### src/hdl/assert_macros.svh
// assertion helpers shared by the rtl files
// every user provides clk and rst in scope
`ifndef ASSERT_MACROS_SVH
`define ASSERT_MACROS_SVH

// same-cycle implication, checked outside reset
`define GEM_ASSERT_IMP(lbl, ante, cons, msg) \
  lbl: assert property (@(posedge clk) disable iff (rst) (ante) |-> (cons)) \
    else $error(msg);

// next-cycle implication, checked outside reset
`define GEM_ASSERT_NXT(lbl, ante, cons, msg) \
  lbl: assert property (@(posedge clk) disable iff (rst) (ante) |=> (cons)) \
    else $error(msg);

`endif

### src/hdl/gem_pkg.sv
// ----------------------------------------------------------------------------
// gem_pkg
// shared types, widths and codes of the grid edge index mapper
// ----------------------------------------------------------------------------
`default_nettype none

package gem_pkg;

  localparam int MAX_LEN = 256;
  localparam int LEN_W   = 9;          // length register width
  localparam int CRD_W   = 8;          // coordinate width
  localparam int IDX_W   = 26;         // index port width
  localparam int PROD_W  = 2 * CRD_W + 1;  // product of two lengths
  localparam int NUM_W   = 3 * CRD_W + 1;  // product of three lengths
  localparam int OFF_W   = 3 * CRD_W;      // in-range offset into a bin
  localparam int Q1_W    = 2 * CRD_W;      // quotient bits of first divide
  localparam int Q2_W    = CRD_W;          // quotient bits of second divide
  localparam int CFG_IDX_W = 2;

  // register indexes
  localparam logic [CFG_IDX_W-1:0] REG_LEN_X = 2'd0;
  localparam logic [CFG_IDX_W-1:0] REG_LEN_Y = 2'd1;
  localparam logic [CFG_IDX_W-1:0] REG_LEN_Z = 2'd2;

  // actions
  localparam logic [1:0] ACT_C2V = 2'd0;
  localparam logic [1:0] ACT_V2C = 2'd1;
  localparam logic [1:0] ACT_E2P = 2'd2;
  localparam logic [1:0] ACT_P2E = 2'd3;

  // status codes
  localparam logic [1:0] ST_OK      = 2'd0;
  localparam logic [1:0] ST_NOT_ADJ = 2'd1;
  localparam logic [1:0] ST_RANGE   = 2'd2;

  // axis codes
  localparam logic [1:0] AX_X = 2'd0;
  localparam logic [1:0] AX_Y = 2'd1;
  localparam logic [1:0] AX_Z = 2'd2;

  typedef struct packed {
    logic [LEN_W-1:0] x;
    logic [LEN_W-1:0] y;
    logic [LEN_W-1:0] z;
  } gem_lens_t;

  typedef struct packed {
    logic [1:0]       action;
    logic [1:0]       status;
    logic [IDX_W-1:0] index_out;
    logic [1:0]       axis;
    logic [LEN_W-1:0] r0;
    logic [LEN_W-1:0] r1;
  } gem_tag_t;

  typedef struct packed {
    gem_tag_t         tag;
    logic [OFF_W-1:0] off;
  } gem_item_t;

  typedef struct packed {
    gem_tag_t         tag;
    logic [CRD_W-1:0] c0;
    logic [CRD_W-1:0] c1;
    logic [CRD_W-1:0] c2;
  } gem_coord_t;

  // zero acts as one, anything above the maximum acts as the maximum
  function automatic logic [LEN_W-1:0] eff_len(input logic [LEN_W-1:0] v);
    logic [LEN_W-1:0] r;
    r = v;
    if (v == '0) begin
      r = LEN_W'(1);
    end else if (v > LEN_W'(MAX_LEN)) begin
      r = LEN_W'(MAX_LEN);
    end
    return r;
  endfunction

endpackage

`default_nettype wire

### src/hdl/gem_front.sv
// ----------------------------------------------------------------------------
// gem_front
// four-stage front end: range checks, grid products, encode, bin select
// ----------------------------------------------------------------------------
`default_nettype none

module gem_front (
  input  wire logic                          clk,
  input  wire logic                          rst,
  input  wire logic                          accept,
  input  wire logic [1:0]                    action,
  input  wire logic [gem_pkg::IDX_W-1:0]     index_in,
  input  wire logic [gem_pkg::CRD_W-1:0]     a_x,
  input  wire logic [gem_pkg::CRD_W-1:0]     a_y,
  input  wire logic [gem_pkg::CRD_W-1:0]     a_z,
  input  wire logic [gem_pkg::CRD_W-1:0]     b_x,
  input  wire logic [gem_pkg::CRD_W-1:0]     b_y,
  input  wire logic [gem_pkg::CRD_W-1:0]     b_z,
  input  wire gem_pkg::gem_lens_t            lens,
  output logic                               item_valid,
  output gem_pkg::gem_item_t                 item
);

`include "assert_macros.svh"

  localparam int LEN_W  = gem_pkg::LEN_W;
  localparam int CRD_W  = gem_pkg::CRD_W;
  localparam int IDX_W  = gem_pkg::IDX_W;
  localparam int PROD_W = gem_pkg::PROD_W;
  localparam int NUM_W  = gem_pkg::NUM_W;
  localparam int OFF_W  = gem_pkg::OFF_W;

  // ---- stage 1 inputs
  gem_pkg::gem_lens_t l, lm;
  logic ok_a, ok_b, nzx, nzy, nzz, ux, uy, uz, adj, is_p2e;
  logic [1:0] axis3, st1;
  logic [CRD_W-1:0] cx, cy, cz;
  logic [LEN_W-1:0] re0, re1;

  assign l.x  = gem_pkg::eff_len(lens.x);
  assign l.y  = gem_pkg::eff_len(lens.y);
  assign l.z  = gem_pkg::eff_len(lens.z);
  assign lm.x = l.x - LEN_W'(1);
  assign lm.y = l.y - LEN_W'(1);
  assign lm.z = l.z - LEN_W'(1);

  assign ok_a = ({1'b0, a_x} < l.x) && ({1'b0, a_y} < l.y) && ({1'b0, a_z} < l.z);
  assign ok_b = ({1'b0, b_x} < l.x) && ({1'b0, b_y} < l.y) && ({1'b0, b_z} < l.z);
  assign nzx  = a_x != b_x;
  assign nzy  = a_y != b_y;
  assign nzz  = a_z != b_z;
  assign ux   = (({1'b0, a_x} + LEN_W'(1)) == {1'b0, b_x}) ||
                (({1'b0, b_x} + LEN_W'(1)) == {1'b0, a_x});
  assign uy   = (({1'b0, a_y} + LEN_W'(1)) == {1'b0, b_y}) ||
                (({1'b0, b_y} + LEN_W'(1)) == {1'b0, a_y});
  assign uz   = (({1'b0, a_z} + LEN_W'(1)) == {1'b0, b_z}) ||
                (({1'b0, b_z} + LEN_W'(1)) == {1'b0, a_z});
  assign adj  = (ux && !nzy && !nzz) || (uy && !nzx && !nzz) || (uz && !nzx && !nzy);
  assign axis3 = nzz ? gem_pkg::AX_Z : (nzy ? gem_pkg::AX_Y : gem_pkg::AX_X);
  assign is_p2e = action == gem_pkg::ACT_P2E;

  // adjacent pair: the lower vertex is the per-axis minimum
  assign cx = (is_p2e && b_x < a_x) ? b_x : a_x;
  assign cy = (is_p2e && b_y < a_y) ? b_y : a_y;
  assign cz = (is_p2e && b_z < a_z) ? b_z : a_z;
  assign re0 = (is_p2e && axis3 == gem_pkg::AX_X) ? lm.x : l.x;
  assign re1 = (is_p2e && axis3 == gem_pkg::AX_Y) ? lm.y : l.y;

  always_comb begin
    st1 = gem_pkg::ST_OK;
    if (action == gem_pkg::ACT_C2V) begin
      if (!ok_a) st1 = gem_pkg::ST_RANGE;
    end else if (is_p2e) begin
      if (!(ok_a && ok_b)) st1 = gem_pkg::ST_RANGE;
      else if (!adj) st1 = gem_pkg::ST_NOT_ADJ;
    end
  end

  // ---- stage 1 registers
  logic s1_valid;
  logic [1:0] s1_action, s1_status, s1_axis;
  logic [IDX_W-1:0] s1_idx;
  gem_pkg::gem_lens_t s1_l, s1_lm;
  logic [CRD_W-1:0] s1_cx;
  logic [LEN_W-1:0] s1_re0;
  logic [PROD_W-1:0] s1_tmul, s1_p01, s1_pa, s1_pb;

  always_ff @(posedge clk) begin
    if (rst) s1_valid <= 1'b0;
    else s1_valid <= accept;
  end

  always_ff @(posedge clk) begin
    s1_action <= action;
    s1_status <= st1;
    s1_axis   <= axis3;
    s1_idx    <= index_in;
    s1_l      <= l;
    s1_lm     <= lm;
    s1_cx     <= cx;
    s1_re0    <= re0;
    s1_tmul   <= PROD_W'(cz) * PROD_W'(re1) + PROD_W'(cy);
    s1_p01    <= PROD_W'(l.x) * PROD_W'(l.y);
    s1_pa     <= PROD_W'(lm.x) * PROD_W'(l.y);
    s1_pb     <= PROD_W'(l.x) * PROD_W'(lm.y);
  end

  // ---- stage 2: vertex count, edge counts per axis, mixed-radix encode
  logic s2_valid;
  logic [1:0] s2_action, s2_status, s2_axis;
  logic [IDX_W-1:0] s2_idx;
  gem_pkg::gem_lens_t s2_l, s2_lm;
  logic [NUM_W-1:0] s2_n, s2_e0, s2_e1, s2_e2, s2_enc;

  always_ff @(posedge clk) begin
    if (rst) s2_valid <= 1'b0;
    else s2_valid <= s1_valid;
  end

  always_ff @(posedge clk) begin
    s2_action <= s1_action;
    s2_status <= s1_status;
    s2_axis   <= s1_axis;
    s2_idx    <= s1_idx;
    s2_l      <= s1_l;
    s2_lm     <= s1_lm;
    s2_n      <= NUM_W'(s1_p01) * NUM_W'(s1_l.z);
    s2_e0     <= NUM_W'(s1_pa) * NUM_W'(s1_l.z);
    s2_e1     <= NUM_W'(s1_pb) * NUM_W'(s1_l.z);
    s2_e2     <= NUM_W'(s1_p01) * NUM_W'(s1_lm.z);
    s2_enc    <= NUM_W'(s1_cx) + NUM_W'(s1_re0) * NUM_W'(s1_tmul);
  end

  // ---- stage 3: edge bin offsets, totals, first bin compare
  logic [IDX_W-1:0] esum;

  always_comb begin
    case (s2_axis)
      gem_pkg::AX_Y: esum = IDX_W'(s2_e0);
      gem_pkg::AX_Z: esum = IDX_W'(s2_e0) + IDX_W'(s2_e1);
      default:       esum = '0;
    endcase
  end

  logic s3_valid, s3_ge0, s3_ok1;
  logic [1:0] s3_action, s3_status;
  logic [IDX_W-1:0] s3_idx, s3_d1, s3_total, s3_res, s3_e1;
  gem_pkg::gem_lens_t s3_l, s3_lm;

  always_ff @(posedge clk) begin
    if (rst) s3_valid <= 1'b0;
    else s3_valid <= s2_valid;
  end

  always_ff @(posedge clk) begin
    s3_action <= s2_action;
    s3_status <= s2_status;
    s3_idx    <= s2_idx;
    s3_l      <= s2_l;
    s3_lm     <= s2_lm;
    s3_e1     <= IDX_W'(s2_e1);
    s3_ge0    <= s2_idx >= IDX_W'(s2_e0);
    s3_d1     <= s2_idx - IDX_W'(s2_e0);
    s3_ok1    <= s2_idx < IDX_W'(s2_n);
    s3_total  <= IDX_W'(s2_e0) + IDX_W'(s2_e1) + IDX_W'(s2_e2);
    s3_res    <= (s2_action == gem_pkg::ACT_P2E) ? IDX_W'(s2_enc) + esum
                                                 : IDX_W'(s2_enc);
  end

  // ---- stage 4: bin pick, divisors, final status
  gem_pkg::gem_item_t nx;

  always_comb begin
    nx.tag.action    = s3_action;
    nx.tag.status    = s3_status;
    nx.tag.index_out = '0;
    nx.tag.axis      = gem_pkg::AX_X;
    nx.tag.r0        = s3_l.x;
    nx.tag.r1        = s3_l.y;
    nx.off           = OFF_W'(s3_idx);
    case (s3_action)
      gem_pkg::ACT_V2C: begin
        if (!s3_ok1) nx.tag.status = gem_pkg::ST_RANGE;
      end
      gem_pkg::ACT_E2P: begin
        if (!(s3_idx < s3_total)) nx.tag.status = gem_pkg::ST_RANGE;
        if (!s3_ge0) begin
          nx.tag.r0 = s3_lm.x;
        end else if (s3_d1 >= s3_e1) begin
          nx.tag.axis = gem_pkg::AX_Z;
          nx.off      = OFF_W'(s3_d1 - s3_e1);
        end else begin
          nx.tag.axis = gem_pkg::AX_Y;
          nx.tag.r1   = s3_lm.y;
          nx.off      = OFF_W'(s3_d1);
        end
      end
      default: begin
        if (s3_status == gem_pkg::ST_OK) nx.tag.index_out = s3_res;
      end
    endcase
  end

  always_ff @(posedge clk) begin
    if (rst) item_valid <= 1'b0;
    else item_valid <= s3_valid;
  end

  always_ff @(posedge clk) begin
    item <= nx;
  end

  `GEM_ASSERT_IMP(a_not_adj_only_p2e, item_valid && item.tag.status == gem_pkg::ST_NOT_ADJ, item.tag.action == gem_pkg::ACT_P2E, "non-adjacent status on an action other than endpoints to edge")

endmodule

`default_nettype wire

### src/hdl/gem_decode.sv
// ----------------------------------------------------------------------------
// gem_decode
// pipelined restoring divide: offset splits into three mixed-radix digits
// ----------------------------------------------------------------------------
`default_nettype none

module gem_decode (
  input  wire logic                clk,
  input  wire logic                rst,
  input  wire logic                item_valid,
  input  wire gem_pkg::gem_item_t  item,
  output logic                     crd_valid,
  output gem_pkg::gem_coord_t      crd
);

  localparam int CRD_W = gem_pkg::CRD_W;
  localparam int Q1_W  = gem_pkg::Q1_W;
  localparam int Q2_W  = gem_pkg::Q2_W;

  // first divide by r0: one quotient bit per stage
  logic [Q1_W-1:0]  d1_valid;
  gem_pkg::gem_tag_t d1_tag [Q1_W];
  logic [CRD_W-1:0] d1_rem [Q1_W];
  logic [Q1_W-1:0]  d1_q   [Q1_W];

  for (genvar k = 0; k < Q1_W; k++) begin : g_d1
    logic v_i;
    gem_pkg::gem_tag_t tag_i;
    logic [CRD_W-1:0] rem_i;
    logic [Q1_W-1:0] q_i;
    logic [CRD_W:0] trial;
    logic ge;
    if (k == 0) begin : g_head
      // high digit bits start as the partial remainder, below r0 when in range
      assign v_i   = item_valid;
      assign tag_i = item.tag;
      assign rem_i = item.off[gem_pkg::OFF_W-1 -: CRD_W];
      assign q_i   = item.off[Q1_W-1:0];
    end else begin : g_link
      assign v_i   = d1_valid[k-1];
      assign tag_i = d1_tag[k-1];
      assign rem_i = d1_rem[k-1];
      assign q_i   = d1_q[k-1];
    end
    assign trial = {rem_i, q_i[Q1_W-1]};
    assign ge    = trial >= tag_i.r0;
    always_ff @(posedge clk) begin
      if (rst) d1_valid[k] <= 1'b0;
      else d1_valid[k] <= v_i;
    end
    always_ff @(posedge clk) begin
      d1_tag[k] <= tag_i;
      d1_rem[k] <= ge ? CRD_W'(trial - tag_i.r0) : CRD_W'(trial);
      d1_q[k]   <= {q_i[Q1_W-2:0], ge};
    end
  end

  // second divide of the quotient by r1
  logic [Q2_W-1:0]  d2_valid;
  gem_pkg::gem_tag_t d2_tag [Q2_W];
  logic [CRD_W-1:0] d2_c0  [Q2_W];
  logic [CRD_W-1:0] d2_rem [Q2_W];
  logic [Q2_W-1:0]  d2_q   [Q2_W];

  for (genvar k = 0; k < Q2_W; k++) begin : g_d2
    logic v_i;
    gem_pkg::gem_tag_t tag_i;
    logic [CRD_W-1:0] c0_i, rem_i;
    logic [Q2_W-1:0] q_i;
    logic [CRD_W:0] trial;
    logic ge;
    if (k == 0) begin : g_head
      assign v_i   = d1_valid[Q1_W-1];
      assign tag_i = d1_tag[Q1_W-1];
      assign c0_i  = d1_rem[Q1_W-1];
      assign rem_i = d1_q[Q1_W-1][Q1_W-1 -: CRD_W];
      assign q_i   = d1_q[Q1_W-1][Q2_W-1:0];
    end else begin : g_link
      assign v_i   = d2_valid[k-1];
      assign tag_i = d2_tag[k-1];
      assign c0_i  = d2_c0[k-1];
      assign rem_i = d2_rem[k-1];
      assign q_i   = d2_q[k-1];
    end
    assign trial = {rem_i, q_i[Q2_W-1]};
    assign ge    = trial >= tag_i.r1;
    always_ff @(posedge clk) begin
      if (rst) d2_valid[k] <= 1'b0;
      else d2_valid[k] <= v_i;
    end
    always_ff @(posedge clk) begin
      d2_tag[k] <= tag_i;
      d2_c0[k]  <= c0_i;
      d2_rem[k] <= ge ? CRD_W'(trial - tag_i.r1) : CRD_W'(trial);
      d2_q[k]   <= {q_i[Q2_W-2:0], ge};
    end
  end

  assign crd_valid = d2_valid[Q2_W-1];
  assign crd.tag   = d2_tag[Q2_W-1];
  assign crd.c0    = d2_c0[Q2_W-1];
  assign crd.c1    = d2_rem[Q2_W-1];
  assign crd.c2    = d2_q[Q2_W-1];

endmodule

`default_nettype wire

### src/hdl/grid_edge_index_mapper.sv
// ----------------------------------------------------------------------------
// grid_edge_index_mapper
// index and coordinate conversion for a 3d voxel grid graph
// ----------------------------------------------------------------------------
//
//  channel   ports                                   beat taken when
//  --------  --------------------------------------  ---------------------
//  config    wr_en, wr_index, wr_data                wr_en high
//  request   start, busy, action, index_in, a_*, b_*  start high, busy low
//  result    done, index_out, src_*, dst_*, status    done high
//
// one request beat every cycle; busy never rises since nothing stalls
// the pipeline has 4 front stages (checks, two multiply levels,
// bin select), 24 divide stages (16 + 8 quotient bits), 1 output register
// the front, divide and output stages together set the latency; throughput is one beat a cycle
// rst clears the pipeline valid bits and sets every length to 256
// the result side cannot stall, a result beat is shown for one cycle only
`default_nettype none

module grid_edge_index_mapper (
  input  wire logic                                clk,
  input  wire logic                                rst,
  input  wire logic                                wr_en,
  input  wire logic [gem_pkg::CFG_IDX_W-1:0]       wr_index,
  input  wire logic [gem_pkg::LEN_W-1:0]           wr_data,
  input  wire logic                                start,
  output logic                                     busy,
  input  wire logic [1:0]                          action,
  input  wire logic [gem_pkg::IDX_W-1:0]           index_in,
  input  wire logic [gem_pkg::CRD_W-1:0]           a_x,
  input  wire logic [gem_pkg::CRD_W-1:0]           a_y,
  input  wire logic [gem_pkg::CRD_W-1:0]           a_z,
  input  wire logic [gem_pkg::CRD_W-1:0]           b_x,
  input  wire logic [gem_pkg::CRD_W-1:0]           b_y,
  input  wire logic [gem_pkg::CRD_W-1:0]           b_z,
  output logic                                     done,
  output logic [gem_pkg::IDX_W-1:0]                index_out,
  output logic [gem_pkg::CRD_W-1:0]                src_x,
  output logic [gem_pkg::CRD_W-1:0]                src_y,
  output logic [gem_pkg::CRD_W-1:0]                src_z,
  output logic [gem_pkg::CRD_W-1:0]                dst_x,
  output logic [gem_pkg::CRD_W-1:0]                dst_y,
  output logic [gem_pkg::CRD_W-1:0]                dst_z,
  output logic [1:0]                               status
);

`include "assert_macros.svh"

  localparam int CRD_W = gem_pkg::CRD_W;

  // length registers, raw values; clamping happens in the front end
  gem_pkg::gem_lens_t lens;

  always_ff @(posedge clk) begin
    if (rst) begin
      lens.x <= gem_pkg::LEN_W'(gem_pkg::MAX_LEN);
      lens.y <= gem_pkg::LEN_W'(gem_pkg::MAX_LEN);
      lens.z <= gem_pkg::LEN_W'(gem_pkg::MAX_LEN);
    end else if (wr_en) begin
      unique case (wr_index)
        gem_pkg::REG_LEN_X: lens.x <= wr_data;
        gem_pkg::REG_LEN_Y: lens.y <= wr_data;
        gem_pkg::REG_LEN_Z: lens.z <= wr_data;
        default: ;  // unmapped index, write dropped
      endcase
    end
  end

  // fully pipelined, never holds off a request
  assign busy = 1'b0;

  logic accept;
  assign accept = start && !busy;

  logic item_valid;
  gem_pkg::gem_item_t item;

  gem_front u_front (
    .clk        (clk),
    .rst        (rst),
    .accept     (accept),
    .action     (action),
    .index_in   (index_in),
    .a_x        (a_x),
    .a_y        (a_y),
    .a_z        (a_z),
    .b_x        (b_x),
    .b_y        (b_y),
    .b_z        (b_z),
    .lens       (lens),
    .item_valid (item_valid),
    .item       (item)
  );

  logic crd_valid;
  gem_pkg::gem_coord_t crd;

  gem_decode u_decode (
    .clk        (clk),
    .rst        (rst),
    .item_valid (item_valid),
    .item       (item),
    .crd_valid  (crd_valid),
    .crd        (crd)
  );

  // result formatting: source digits for vertex and edge decode, target is
  // the source stepped by one along the edge axis
  logic ok, show_src, show_dst;
  assign ok       = crd.tag.status == gem_pkg::ST_OK;
  assign show_src = ok && (crd.tag.action == gem_pkg::ACT_V2C ||
                           crd.tag.action == gem_pkg::ACT_E2P);
  assign show_dst = ok && crd.tag.action == gem_pkg::ACT_E2P;

  always_ff @(posedge clk) begin
    if (rst) done <= 1'b0;
    else done <= crd_valid;
  end

  always_ff @(posedge clk) begin
    index_out <= crd.tag.index_out;
    status    <= crd.tag.status;
    src_x     <= show_src ? crd.c0 : '0;
    src_y     <= show_src ? crd.c1 : '0;
    src_z     <= show_src ? crd.c2 : '0;
    dst_x     <= show_dst ? crd.c0 + CRD_W'(crd.tag.axis == gem_pkg::AX_X) : '0;
    dst_y     <= show_dst ? crd.c1 + CRD_W'(crd.tag.axis == gem_pkg::AX_Y) : '0;
    dst_z     <= show_dst ? crd.c2 + CRD_W'(crd.tag.axis == gem_pkg::AX_Z) : '0;
  end

  `GEM_ASSERT_IMP(a_status_code, done, status == gem_pkg::ST_OK || status == gem_pkg::ST_NOT_ADJ || status == gem_pkg::ST_RANGE, "result beat with an undefined status code")
  `GEM_ASSERT_IMP(a_error_zero, done && status != gem_pkg::ST_OK, index_out == '0 && src_x == '0 && src_y == '0 && src_z == '0 && dst_x == '0 && dst_y == '0 && dst_z == '0, "error result beat carries nonzero fields")
  `GEM_ASSERT_NXT(a_v2c_no_dst, crd_valid && crd.tag.action == gem_pkg::ACT_V2C, dst_x == '0 && dst_y == '0 && dst_z == '0 && index_out == '0, "vertex decode beat carries target or index")

endmodule

`default_nettype wire
### config.mk
export PLATFORM = sky130hd
export DESIGN_NAME = grid_edge_index_mapper
export DESIGN_NICKNAME = d
export VERILOG_FILES = /design/src/hdl/gem_pkg.sv /design/src/hdl/gem_front.sv /design/src/hdl/gem_decode.sv /design/src/hdl/grid_edge_index_mapper.sv
export VERILOG_INCLUDE_DIRS = /design/src /design/src/hdl
export SDC_FILE = /design/constraint.sdc
export NUM_CORES = 2
export LEC_CHECK = 0
export ABC_AREA = 1
export ABC_CLOCK_PERIOD_IN_PS = 6100
export BUFFER_PORTS_ARGS = -buffer_cell sky130_fd_sc_hd__buf_2
export CAP_MARGIN = 20
export CORE_MARGIN = 5
export CORE_UTILIZATION = 57
export CTS_BUF_LIST = sky130_fd_sc_hd__clkbuf_16
export DETAILED_ROUTE_END_ITERATION = 10
export PLACE_DENSITY = 0.79
export SLEW_MARGIN = 40
export SYNTH_ARGS = -nofsm -noshare
export SYNTH_HDL_FRONTEND = slang
export SYNTH_SLANG_ARGS = --single-unit
### constraint.sdc
create_clock -name clk -period 6.1 [get_ports clk]
set_input_delay 0.305 -clock clk [delete_from_list [all_inputs] [get_ports clk]]
set_output_delay 0.305 -clock clk [all_outputs]
set_load 0.05 [all_outputs]
==> results_dict.tcl <==
set metrics [dict create \
    powerDensity_nw_per_um2 459 \
    endpoint "u_front.s1_pa[14]" \
    status "finished, final reports clean" \
    skew_ps 80.7 \
    p_leak_nw 59.9 \
    setup_violations 0 \
    synthFlopType "dfxtp_1" \
    min_period_over_period_pct 91.3 \
    required_ps 6840 \
    synth_cells 11700 \
    arrival_ps 6300 \
    slew-limit-headroom_pct 34.2 \
    placed_cell_area_um2 113000 \
    tns_ps 0 \
    fin_util_pct 63.9 \
    die_x_um 448 \
    vias 77300 \
    cts_hold_buf 71 \
    core_region_area_um2 190000 \
    dr.pass1.iters 7 \
    grt_pass1_wl_um 426000 \
    num_rows 160 \
    crit_fanout 7 \
    slew_violations 0 \
    antenna_found_initial 5 \
    tightestPinTransition_ps 987 \
    r2r_end "u_front.s1_pa[14]" \
    crit_path_start "lens[23]" \
    drtIter0Drc 5377 \
    max_stage_delay_ps 540 \
    io_buffers 167 \
    crit_type "register to register" \
    ant_nets 0 \
    synth_edf_count 0 \
    wl_per_cell_um 18.2 \
    drive_gt1_share_pct 6.72 \
    reg2regPathDepth 29 \
    cts.path.max_buffers 3 \
    totalPowerFinal_mw 55.9 \
    syn_to_final_growth_pct 11.4 \
    dp_hpwl_um 203000 \
    io_pins 169 \
    die_h_um 448 \
    dieArea_um2 200000 \
    fmax_mhz 180 \
    clock-sinks 2427 \
    hold_violations 0 \
    hp-class "input port to register" \
    synth_area_per_cell_um2 9.37 \
    cts_inserted_buffers 220 \
    maxCapViolations 0 \
    stdcell_area_um2 122000 \
    gp_congestion 0.996 \
    end_kind "register" \
    ys_seq_area_share_pct 44.5 \
    cts-resized-gates 0 \
    reg2reg_from "lens[23]" \
    synth_seq_cells 2427 \
    yosysWarnings 0 \
    clk_pin_slew_ps 70 \
    start_util_pct 57.4 \
    nets 13700 \
    min_from "a_z[0]" \
    dp_cells 14200 \
    grt_max_degree 52 \
    async_reset_ff_share_pct 0 \
    syn-num-nets 13400 \
    synth_cell_type_count 72 \
    cts_tree "yes" \
    ir_drop_v 0.000298 \
    viasPerCell 5.26 \
    grt_pass1_vias 80500 \
    cts_setup_buffers 0 \
    drc 0 \
    cp-start-kind "register" \
    drt-total-wl_um 267000 \
    min_period_ps 5570 \
    rsz0062_at_grt "false" \
    grt_overflow_total 0 \
    cts_root_buffer "clkbuf_16" \
    netlist_area_um2 109000 \
    critical-path-slowest-cell "fa_1" \
    grt_use_total_pct 26.8 \
    regToRegSetupSlack_ps 530 \
    clock_latency_ps 880 \
    layout.cells.non_filler 14700 \
    ctsHtreeMaxLevel 4 \
]
==> cells in the final DEF (no fill, tap or decap), types with 129 or more instances in the layout <==
cell       count
a21oi_1      712
buf_2        167
buf_4        175
clkbuf_16    221
dfxtp_1     2424
fa_1         755
ha_1         864
inv_1       2066
nand2_1     2041
nand3_1      325
nand4_1      129
nor2_1       788
o21ai_0      326
xnor2_1      150
xor2_1       257
==> where the power goes <==
group	internal, mW	total, mW	switching [mW]	leakage (nW)
combinational	6.84	19.5	12.6	36.0
sequential	20.2	22.5	2.24	20.1
clock	7.87	14.0	6.10	3.77
==> stage by stage <==
| step | worst slack (ps) | hold WS (ps) |
|---|---|---|
| detailed placement | 249 | 312 |
| CTS | 575 | 0.323 |
| finish | 533 | 88.5 |
| global route | 63.8 | 73.2 |
| global placement | 223 | 310 |
| floorplan | 386 | 310 |
==> metal layers <==
layer / vias up / GRT usage, % / share of wire (%)
li1: 37000 / - / -
met1: 36900 / 32.2 / 40
met2: 2691 / 45.8 / 48
met3: 752 / 3.99 / 5.8
met4: 2 / 15.8 / 6.7
met5: - / 0 / 0.0026
==> worst min path at each step <==
stage | endpoint | slack, ps | cells past startpoint
2_1_floorplan | index_out[0] | 310 | 0
3_3_place_gp | u_decode.d1_tag[1][238] | 310 | 0
3_5_place_dp | index_out[1] | 310 | 0
4_1_cts | u_front.s1_idx[2] | 0.3 | 2
5_1_grt | u_front.s1_axis[1] | 70 | 5
6_report | u_front.s1_axis[1] | 90 | 5
==> cell families after synthesis <==
logic type,count (synthesis),synth area share (%)
buf+inv,2348,8.22
simple gates,3513,13.3
other cells,1,0.00343
fa+ha+maj,1620,23.8
flops,2427,44.5
xor+xnor,410,3.33
mux,9,0.0928
compound gates,1324,6.77
==> synthesized netlist by cell type, drive strengths merged, types with 12 or more instances <==
| cell | instances | area (um^2) |
|---|---|---|
| o21ai | 378 | 1990 |
| clkbuf | 227 | 852 |
| xnor2 | 150 | 1310 |
| nor2 | 796 | 3040 |
| o21bai | 25 | 188 |
| nand2 | 2058 | 7780 |
| a21boi | 14 | 120 |
| nand3 | 346 | 1840 |
| dfxtp | 2427 | 48600 |
| inv | 2055 | 7720 |
| a211oi | 15 | 113 |
| a21o | 44 | 330 |
| nor3 | 92 | 465 |
| fa | 755 | 15100 |
| nand4 | 130 | 820 |
| and2 | 12 | 75.1 |
| a21oi | 713 | 3570 |
| ha | 865 | 10800 |
| buf | 62 | 390 |
| o211ai | 43 | 323 |
| o31ai | 23 | 173 |
| nor4 | 33 | 228 |
| nand3b | 23 | 173 |
| xor2 | 260 | 2320 |
| a31oi | 25 | 156 |
| or2 | 15 | 93.8 |
==> registers in the layout (all words and copies together), names as in the netlist, 26 cells and up <==
| name | cells |
|---|---|
| u_decode.d2_q | 64 |
| u_decode.d2_rem | 64 |
| index_out | 26 |
| u_front.item | 74 |
| u_front.s3_idx | 26 |
| u_decode.d1_tag | 791 |
| u_decode.d2_tag | 319 |
| u_front.s1_idx | 26 |
| u_front.s1_l | 27 |
| u_front.s2_idx | 26 |
| u_front.s3_res | 26 |
| u_decode.d1_q | 256 |
| u_front.s3_d1 | 26 |
| u_decode.d1_rem | 128 |
| u_front.s1_lm | 27 |
| u_decode.d2_c0 | 64 |
| lens | 27 |
| u_front.s3_total | 26 |
==> critical path: cells and delay by family, from the launching register on <==
family,cells,cell delay [ps]
fa+ha+maj,5,2330
simple gates,14,1320
compound gates,2,700
buf+inv,7,650
flops,1,410
xor+xnor,1,130
==> area by class of cell <==
cell class / instances / area (um^2)
diodes: 5 / 12.5
clock buffers: 221 / 5530
clock inverters: 189 / 1980
fillers: 15000 / 68700
inverters: 2059 / 7730
multi-input cells: 6877 / 51700
flip-flops and latches: 2427 / 48600
well taps: 2511 / 3140
repair buffers: 419 / 2970
Note: power is estimated with default switching activity, not from simulation.
